## config.mk

```make
export PLATFORM = sky130hd
export DESIGN_NAME = svo_ram
export DESIGN_NICKNAME = d
export VERILOG_FILES = /design/src/svo_ram.sv
export SDC_FILE = /design/constraint.sdc
export NUM_CORES = 1
export LEC_CHECK = 0
export ABC_AREA = 1
export BUFFER_PORTS_ARGS = -buffer_cell sky130_fd_sc_hd__buf_2
export CAP_MARGIN = 20
export CORE_MARGIN = 2
export CORE_UTILIZATION = 50
export CTS_CLUSTER_DIAMETER = 80
export DETAILED_ROUTE_END_ITERATION = 12
export PLACE_DENSITY = 0.69
export SLEW_MARGIN = 15
export SYNTH_ARGS = -nofsm -noshare
export SYNTH_HDL_FRONTEND = slang
export SYNTH_SLANG_ARGS = --single-unit
```

## constraint.sdc

```tcl
create_clock -name clk -period 4.6 [get_ports clk]
set_input_delay 0.92 -clock clk [delete_from_list [all_inputs] [get_ports clk]]
set_output_delay 0.92 -clock clk [all_outputs]
set_load 0.02 [all_outputs]
```

## src/svo_ram.sv

```systemverilog
// ----------------------------------------------------------------------------
// svo_ram: generic single-port RAM
// One write or read address per cycle, registered read data.
// ----------------------------------------------------------------------------
module svo_ram #(
  parameter int unsigned WIDTH = 8,
  parameter int unsigned DEPTH = 16
) (
  input  logic                     clk,
  input  logic                     we,
  input  logic [$clog2(DEPTH)-1:0] addr,
  input  logic [WIDTH-1:0]         wdata,
  output logic [WIDTH-1:0]         rdata
);

  logic [WIDTH-1:0] mem [DEPTH];

  always_ff @(posedge clk) begin
    if (we) begin
      mem[addr] <= wdata;
    end
    rdata <= mem[addr];
  end

endmodule

```

==> metrics, run 1 <==
P&R area growth vs syn 15.88%; Total Wirelength 11,670 µm; layout cells sized above 1 0.09247; Worst Tran Pin Value 0.7379 ns; hold crit path type flip-flop to flip-flop; setup violators final 0; crit-path leading delay family buffers and inverters; number of port buffers 21; Pleak 2.778 nW; crit-path most repeated cell buf_4; die footprint 12,050 µm²; CTS root buf clkbuf_8; CTS buffer count 17; n_diodes 0; GRT Total Usage 0.2159; post_cts resized 0; GR Overflow Total 0; Cell Chain, Critical Path buf_2, buf_4, clkinv_1, buf_4, nand3_1, nor2_1; via count 3,633; DR vias/cell 5.018; crit start category input port; crit path buf inv count 4; initial antenna violation count 0; Fin. Hold Viols 0; maximum buffer depth of the clock tree 2; endpoint class of the critical path flip-flop; post-CTS setup buffers 0; H-tree Lvls 4; pins over their slew limit 0; Synth Warn # 0; Synth Net Count 562; DRT iter0 DRCs 261; Synth Cell Area 5593 µm²; critical path class input port to flip-flop; row cnt 38; nets 585; number of global-route vias before repair 3,532; GPL Wtd Cong 0.8929; Skew-Pair Late Insertion Delay 0.52 ns; clock sink count 136; DP Cell Count 692; Pwr Density 484.8 nW/µm²; Avg Inst Size Synth 10.21 µm²; MaxCap Viol Count 0; Top Ports 22; Fin Clk Skew 0.005539 ns; CTS tree built; crit-path max cell delay 0.63 ns; drt first pass iters 5; DR DRC count 0; synth top area cells edfxtp_1, nand2_1, dfxtp_1; synth unique cells 11; CTS clk-pin slew, worst paths 0.06 ns; Final ANT Viol Nets 0; commonest cells after routing, fill and taps aside nand2_1, edfxtp_1, inv_1, buf_2, nor2_1; Worst EP arrival 2.67 ns; worst IR drop on VDD 0.2807 mV; crit path max-delay cell type nor2_1; outcome finished, final reports clean; Cell Count, Final, Fillers Out 724; core area 10,890 µm²; Post-CTS Hold Fix Bufs 0; post-synthesis cell count 548; Final period util 0.5478; Die Ht 109.8 µm; largest area contributor in the netlist edfxtp_1; Yosys top cell area share 0.6872; Starting Density 0.5137; RSZ-0062 raised after global routing no; setup tns final 0 ns; #FFs+latches synth 136; largest net degree at the start of global routing 46; register area share after synthesis 0.7159; most common cell after layout, fill and taps aside nand2_1; # fillers 850; first-pass GRT wire length 18,470 µm; DR WL/cell 16.11 µm; Critical Path RT 4.75 ns; Die Wd 109.8 µm; Final Critical Period 2.520 ns; max_slew headroom 0.5063; CP max FO 35; HPWL Detailed 7453 µm; Fmax 396.8 MHz
final timing paths:
check	start	end	cells past startpoint	slack, ns
worst max register to register	mem[1][5]	rdata[5]	8	3.58
worst min-delay path	mem[11][2]	rdata[2]	8	0.72
worst min register to register	mem[11][2]	rdata[2]	8	0.72
worst max-delay path	addr[1]	mem[9][5]	6	2.08
sequential cells by signal, summed over array words and instances, names as in the netlist:
| signal | count |
|---|---|
| mem | 128 |
| rdata | 8 |
per-layer routing:
layer / global-route usage / part of all wire / up-vias
li1: - / - / 1800
met1: 0.2878 / 0.44 / 1692
met2: 0.3377 / 0.48 / 121
met3: 0.05335 / 0.064 / 20
met4: 0.09584 / 0.023 / 0
met5: 0 / 0 / -
synthesized netlist by cell type (all sizes together):
library cell,number
clkinv,1
inv,22
nor2,18
nand2,346
dfxtp,8
clkbuf,3
edfxtp,128
buf,18
nand3,4
power by group:
group	switching [W]	total, W	leakage [nW]	internal (W)
Combinational	0.000127	0.000169	1.22	0.0000425
Clock	0.000484	0.00158	0.332	0.00109
Sequential	0.00000822	0.00139	1.22	0.00139
cell families after synthesis:
group | Yosys count | share of synthesized area
buffers and inverters | 44 | 0.03624
DFF | 136 | 0.7159
and+or+nand+nor | 368 | 0.2479
worst register-to-register path: stages (launching register included):
cell,delay (ns)
edfxtp_1,0.37
nand2_1,0.07
nand2_1,0.08
nand2_1,0.06
nand2_1,0.07
nand2_1,0.06
nand2_1,0.06
inv_1,0.05
nand2_1,0.08
per-stage QoR:
step                      worst slack [ns]  area [µm²]  hold slack (ns)    util  power (W)
after detailed placement             1.539        5787           0.7016  0.5315   0.001589
after global placement               1.624        5787           0.7060  0.5315   0.001586
final                                2.080        6481           0.7205  0.5953   0.003142
after global routing                 1.926        6481           0.7777  0.5953   0.003230
after floorplan                      2.303        5593           0.6428       -   0.001524
after CTS                            2.091        6481           0.7167  0.5953   0.003157
final cells by class:
cell class	count	area (µm²)	area share
sequential	136	4004	0.6178
timing repair buffer	25	135.1	0.02085
clock inverter	14	276.5	0.04266
clock buffer	18	417.9	0.06448
inverter	23	86.33	0.01332
multi-input combinational	368	1386	0.2139
tap	140	175.2	0.02703
(Power assumes the default switching activity.)
==> run 2: changes to the inputs <==
Settings changed: ABC_AREA 1 to 0.
Clock period 4.6 ns to 2.4 ns, I/O delays scaled along.
==> metrics, run 2 <==
outcome finished, final reports clean; GRT Total Usage 0.1974 (-0.01856); biggest regs mem: 128 flops, rdata: 8 flops; setup violators final 0 (unchanged); dpl ws 0.2929 ns (-1.246 ns); clock network power share 0.489 (-0.013); Top reg by flops mem; Main synth FF type edfxtp_1; Pleak 2.031 nW (-27%); max_slew headroom 0.3930 (-0.1133); post-synthesis cell count 230 (-58%); Fin. Hold Viols 0 (unchanged); max reg flops 128 (unchanged); Synth Warn # 0 (unchanged); net load switching power 0.001109 W (+79%); Avg Inst Size Synth 22.03 µm² (+120%); multi-input combinational cell area 1008 µm² (-27%); Final Critical Period 1.589 ns; hold crit path type input port to flip-flop; Fmax 629.4 MHz; Final ANT Viol Nets 0 (unchanged); synth top area cells edfxtp_1, mux4_2, dfxtp_1; # fillers 707 (-17%); critical path class input port to flip-flop; post-route total power 0.005754 W (+83%); core area 9819 µm² (-9.8%); Pwr Density 946.8 nW/µm² (+95%); FFs w/ async S/R, synth 0 (unchanged); post_cts resized 0 (unchanged); most frequent cell after synthesis edfxtp_1; Synth top cells by count edfxtp_1, mux4_2, a22oi_1; DRT iter0 DRCs 229 (-12%); nets 290 (-50%); GPL Wtd Cong 0.7867 (-12%); H-tree Lvls 4 (unchanged); CTS tree built; maximum buffer depth of the clock tree 2 (unchanged); sequential group share of total power 0.464 (+0.020); RSZ-0062 raised after global routing no; CTS root buf clkbuf_8; Total Wirelength 9938 µm (-15%); MaxCap Viol Count 0 (unchanged); P&R area growth vs syn 19.93%; Yosys top cell area share 0.7585 (+0.07127); initial antenna violation count 0 (unchanged); die footprint 10,960 µm² (-9.1%); Die Ht 104.7 µm (-4.6%); HPWL Detailed 6124 µm (-18%); largest net degree at the start of global routing 27 (-41%); Cell Count, Final, Fillers Out 422 (-42%); Top Ports 22 (unchanged); Logic pwr share 0.047 (-0.007); n_diodes 0 (unchanged); CTS clk-pin slew, worst paths 0.06 ns (about the same); setup ws final 0.8113 ns (-1.269 ns); Post-CTS Hold Fix Bufs 0 (unchanged); via count 2,428 (-33%); Final period util 0.6620; Skew-Pair Late Insertion Delay 0.51 ns (about the same); CTS buffer count 17 (unchanged); largest area contributor in the netlist edfxtp_1; Worst Tran Pin Value 0.9071 ns (+0.1693 ns); Synth Net Count 244 (-57%); GR Overflow Total 0 (unchanged); Worst EP arrival 1.81 ns (-0.86 ns); CP max FO 9 (-74%); setup tns final 0 ns (unchanged); layout cells sized above 1 0.3529 (+0.2605); Synth Cell Area 5067 µm² (-9.4%); pins over their slew limit 0 (unchanged); worst IR drop on VDD 0.4969 mV (+77%); Critical Path RT 2.62 ns (-2.13 ns); Die Wd 104.7 µm (-4.6%); Reg area 4004 µm² (unchanged); number of global-route vias before repair 2,496 (-29%); endpoint class of the critical path flip-flop; row cnt 36 (-5.3%); DR vias/cell 5.754 (+15%); #FFs+latches synth 136 (unchanged); synth unique cells 18 (+7); Int Power 0.004645 W (+84%); DR WL/cell 23.55 µm (+46%); number of port buffers 21 (unchanged); Fin Clk Skew 0.008255 ns (+0.002716 ns); register area share after synthesis 0.7901 (+0.07424); post-CTS setup buffers 0 (unchanged); commonest cells after routing, fill and taps aside edfxtp_1, mux4_2, buf_2; DP Cell Count 390 (-44%); first-pass GRT wire length 15,220 µm (-18%); final hold slack 0.3756 ns (-0.3449 ns); Starting Density 0.5161 (+0.002380); DR DRC count 0 (unchanged); switching share of power 0.1927 (-0.004415); Post-synth EDFFs 128 (unchanged); most common cell after layout, fill and taps aside edfxtp_1; drt first pass iters 5 (unchanged); crit start category input port; clock sink count 136 (unchanged)
run 2: changes by cell type after synthesis, sizes merged, moves of 2 or more:
| cell | previous run | this run |
|---|---|---|
| a22oi | 0 | 16 |
| buf | 18 | 8 |
| inv | 22 | 0 |
| mux4 | 0 | 32 |
| nand2 | 346 | 9 |
| nand2b | 0 | 2 |
| nand3 | 4 | 1 |
| nand3b | 0 | 2 |
| nor2 | 18 | 13 |
| nor2b | 0 | 2 |
| nor3 | 0 | 4 |
run 2: metrics by stage:
stage | utilization | instance area, µm²
CTS | 0.6184 | 6072
floorplan | - | 5067
finish | 0.6189 | 6077
global route | 0.6189 | 6077
global placement | 0.5519 | 5419
detailed placement | 0.5519 | 5419
run 2: layout make-up:
type / count / area share
flip-flops and latches: 136 / 0.6588
multi-input cells: 83 / 0.1659
clock buffers: 22 / 0.07618
repair buffers: 38 / 0.04035
clock inverters: 10 / 0.03129
well taps: 133 / 0.02738
run 2: critical path, cell delays in order:
cell and delay (ns):
buf_2 0.16, buf_4 0.19, nor3_1 0.69, buf_4 0.28
run 2: kinds of logic (layout without fill, tap and decap cells):
| group | count (synthesis) | in the layout | share of synthesized area |
|---|---|---|---|
| muxes | 32 | 32 | 0.1422 |
| AOI/OAI and AO/OA | 16 | 16 | 0.02370 |
| DFF | 136 | 136 | 0.7901 |
| buffers and inverters | 11 | 70 | 0.01185 |
| and+or+nand+nor | 35 | 35 | 0.03210 |
run 2: path summary, 6_finish.rpt:
kind | from | end | slack, ns | depth (start not counted)
worst max-delay path | addr[1] | mem[12][7] | 0.81 | 4
worst min-delay path | wdata[4] | mem[5][4] | 0.38 | 1
worst max register to register | mem[11][3] | rdata[3] | 1.02 | 3
worst min register to register | mem[0][1] | rdata[1] | 0.70 | 3
run 2: power by group through the flow:
stage / logic [W] / registers [W] / clock network [W]
floorplan: 0.000137 / 0.00274 / 0
global placement: 0.000267 / 0.00272 / 0
detailed placement: 0.000271 / 0.00272 / 0
CTS: 0.000274 / 0.00267 / 0.00284
global route: 0.000294 / 0.00267 / 0.00294
finish: 0.000271 / 0.00267 / 0.00281
run 2: layer usage:
metal,global-route usage,share of wire,vias to the layer above
li1,-,-,1051
met1,0.2866,0.44,1267
met2,0.2894,0.47,102
met3,0.06363,0.073,8
met4,0.06095,0.012,0
met5,0,0,-
==> run 3: changes to the inputs <==
Settings changed: ABC_AREA 0 to 1.
Clock period 2.4 ns to 1.6 ns, I/O delays scaled along.
==> metrics, run 3 (same netlist as run 1, synthesis figures left out) <==
CTS buffer count 17 (unchanged); largest net degree at the start of global routing 34 (+26%); GR Overflow Total 0 (unchanged); Top reg by flops mem; first-pass GRT wire length 18,620 µm (+22%); biggest regs mem: 128 flops, rdata: 8 flops; Pleak 2.850 nW (+40%); CTS tree built; Worst EP arrival 0.98 ns (-0.83 ns); path depth of the worst reg2reg path 8 (+5); Final Critical Period 1.302 ns; clock sink count 136 (unchanged); Pwr Density 1245 nW/µm² (+32%); DRT iter0 DRCs 278 (+21%); endpoint class of the critical path primary output; reg2reg setup slack 0.57 ns (-0.45 ns); critical path class flip-flop to primary output; pins over their slew limit 0 (unchanged); crit start category flip-flop; Final ANT Viol Nets 0 (unchanged); Fmax 768.1 MHz; outcome finished, final reports clean; Reg area 4004 µm² (unchanged); Cell Chain, Critical Path buf_2; MaxCap Viol Count 0 (unchanged); Worst Tran Pin Value 0.4304 ns (-0.4767 ns); most common cell after layout, fill and taps aside nand2_1; HPWL Detailed 7645 µm (+25%); fin util 0.6056 (-0.01328); hold_sp wdata[2]; GRT Total Usage 0.2191 (+0.02171); Top Ports 22 (unchanged); post_cts resized 0 (unchanged); max_slew headroom 0.7131 (+0.3201); Die Wd 109.8 µm (+4.9%); max reg flops 128 (unchanged); CTS root buf clkbuf_8; Post-CTS Hold Fix Bufs 0 (unchanged); crit-path max cell delay 0.31 ns (-0.38 ns); nets 607 (+110%); Fin Clk Skew 0.01488 ns (+0.006623 ns); CP max FO 1 (-8); Die Ht 109.8 µm (+4.9%); H-tree Lvls 4 (unchanged); worst hold path endpoint mem[9][2]; die footprint 12,050 µm² (+10%); crit-path leading delay family flip-flops; hold crit path type input port to flip-flop; initial antenna violation count 0 (unchanged); reg2reg end rdata[0]; CTS clk-pin slew, worst paths 0.06 ns (about the same); Fin. Hold Viols 0 (unchanged); DP Cell Count 714 (+83%); crit path max-delay cell type dfxtp_1; DR vias/cell 5.052 (-12%); via count 3,769 (+55%); maximum buffer depth of the clock tree 2 (unchanged); Final period util 0.8137; multi-input combinational cell area 1406 µm² (+39%); n_diodes 0 (unchanged); layout cells sized above 1 0.1353 (-0.2176); row cnt 38 (+5.6%); DR DRC count 0 (unchanged); Starting Density 0.5137 (-0.002380); r2r startpoint mem[5][0]; # fillers 849 (+20%); Total Wirelength 11,830 µm (+19%); commonest cells after routing, fill and taps aside nand2_1, edfxtp_1, inv_1, buf_2, buf_4; P&R area growth vs syn 17.90%; core area 10,890 µm² (+11%); worst IR drop on VDD 0.8058 mV (+62%); RSZ-0062 raised after global routing no; Skew-Pair Late Insertion Delay 0.52 ns (about the same); Critical Path RT 1.28 ns (-1.34 ns); setup violators final 0 (unchanged); setup tns final 0 ns (unchanged); crit path buf inv count 1 (-2); number of global-route vias before repair 3,697 (+48%); Cell Count, Final, Fillers Out 746 (+77%); GPL Wtd Cong 0.8727 (+11%); final hold slack 0.2336 ns (-0.1420 ns); hold depth 1 (unchanged); post-CTS setup buffers 0 (unchanged); drt first pass iters 4 (-1); number of port buffers 21 (unchanged); DR WL/cell 15.86 µm (-33%)
[run 3: stage by stage]
step | setup WS (ns) | total power (W) | area, µm²
2_1_floorplan | -0.09718 | 0.004385 | 5613
3_3_place_gp | 0.07484 | 0.004595 | 6035
3_5_place_dp | 0.03017 | 0.004606 | 6035
4_1_cts | 0.2750 | 0.008267 | 6594
5_1_grt | 0.2583 | 0.008483 | 6594
6_report | 0.2980 | 0.008212 | 6594
[run 3: report_power, final]
part           switching (W)  internal [W]
clock network        0.00133       0.00234
logic               0.000373      0.000154
registers          0.0000205       0.00398
[run 3: worst max path at each step]
stage	start	endpoint	slack, ns	cells past startpoint
final	rdata[4]	rdata[4]	0.30	1
after global routing	rdata[5]	rdata[5]	0.26	1
after CTS	rdata[4]	rdata[4]	0.28	1
after detailed placement	addr[1]	mem[5][0]	0.03	4
after global placement	addr[1]	mem[5][0]	0.07	4
after floorplan	addr[1]	mem[3][0]	-0.1	4
[run 3: routing by layer]
layer / vias up / part of all wire / global-route usage
met1: 1768 / 0.42 / 0.2853
met2: 137 / 0.50 / 0.3549
li1: 1844 / - / -
met4: 0 / 0.019 / 0.09403
met3: 20 / 0.062 / 0.04979
met5: - / 0 / 0
[run 3: final cells by class]
class                      count  area share
clock buffer                  21     0.06509
clock inverter                11     0.01973
inverter                      23     0.01309
multi-input combinational    368      0.2133
sequential                   136      0.6072
tap                          140     0.02657
timing repair buffer          47     0.05503
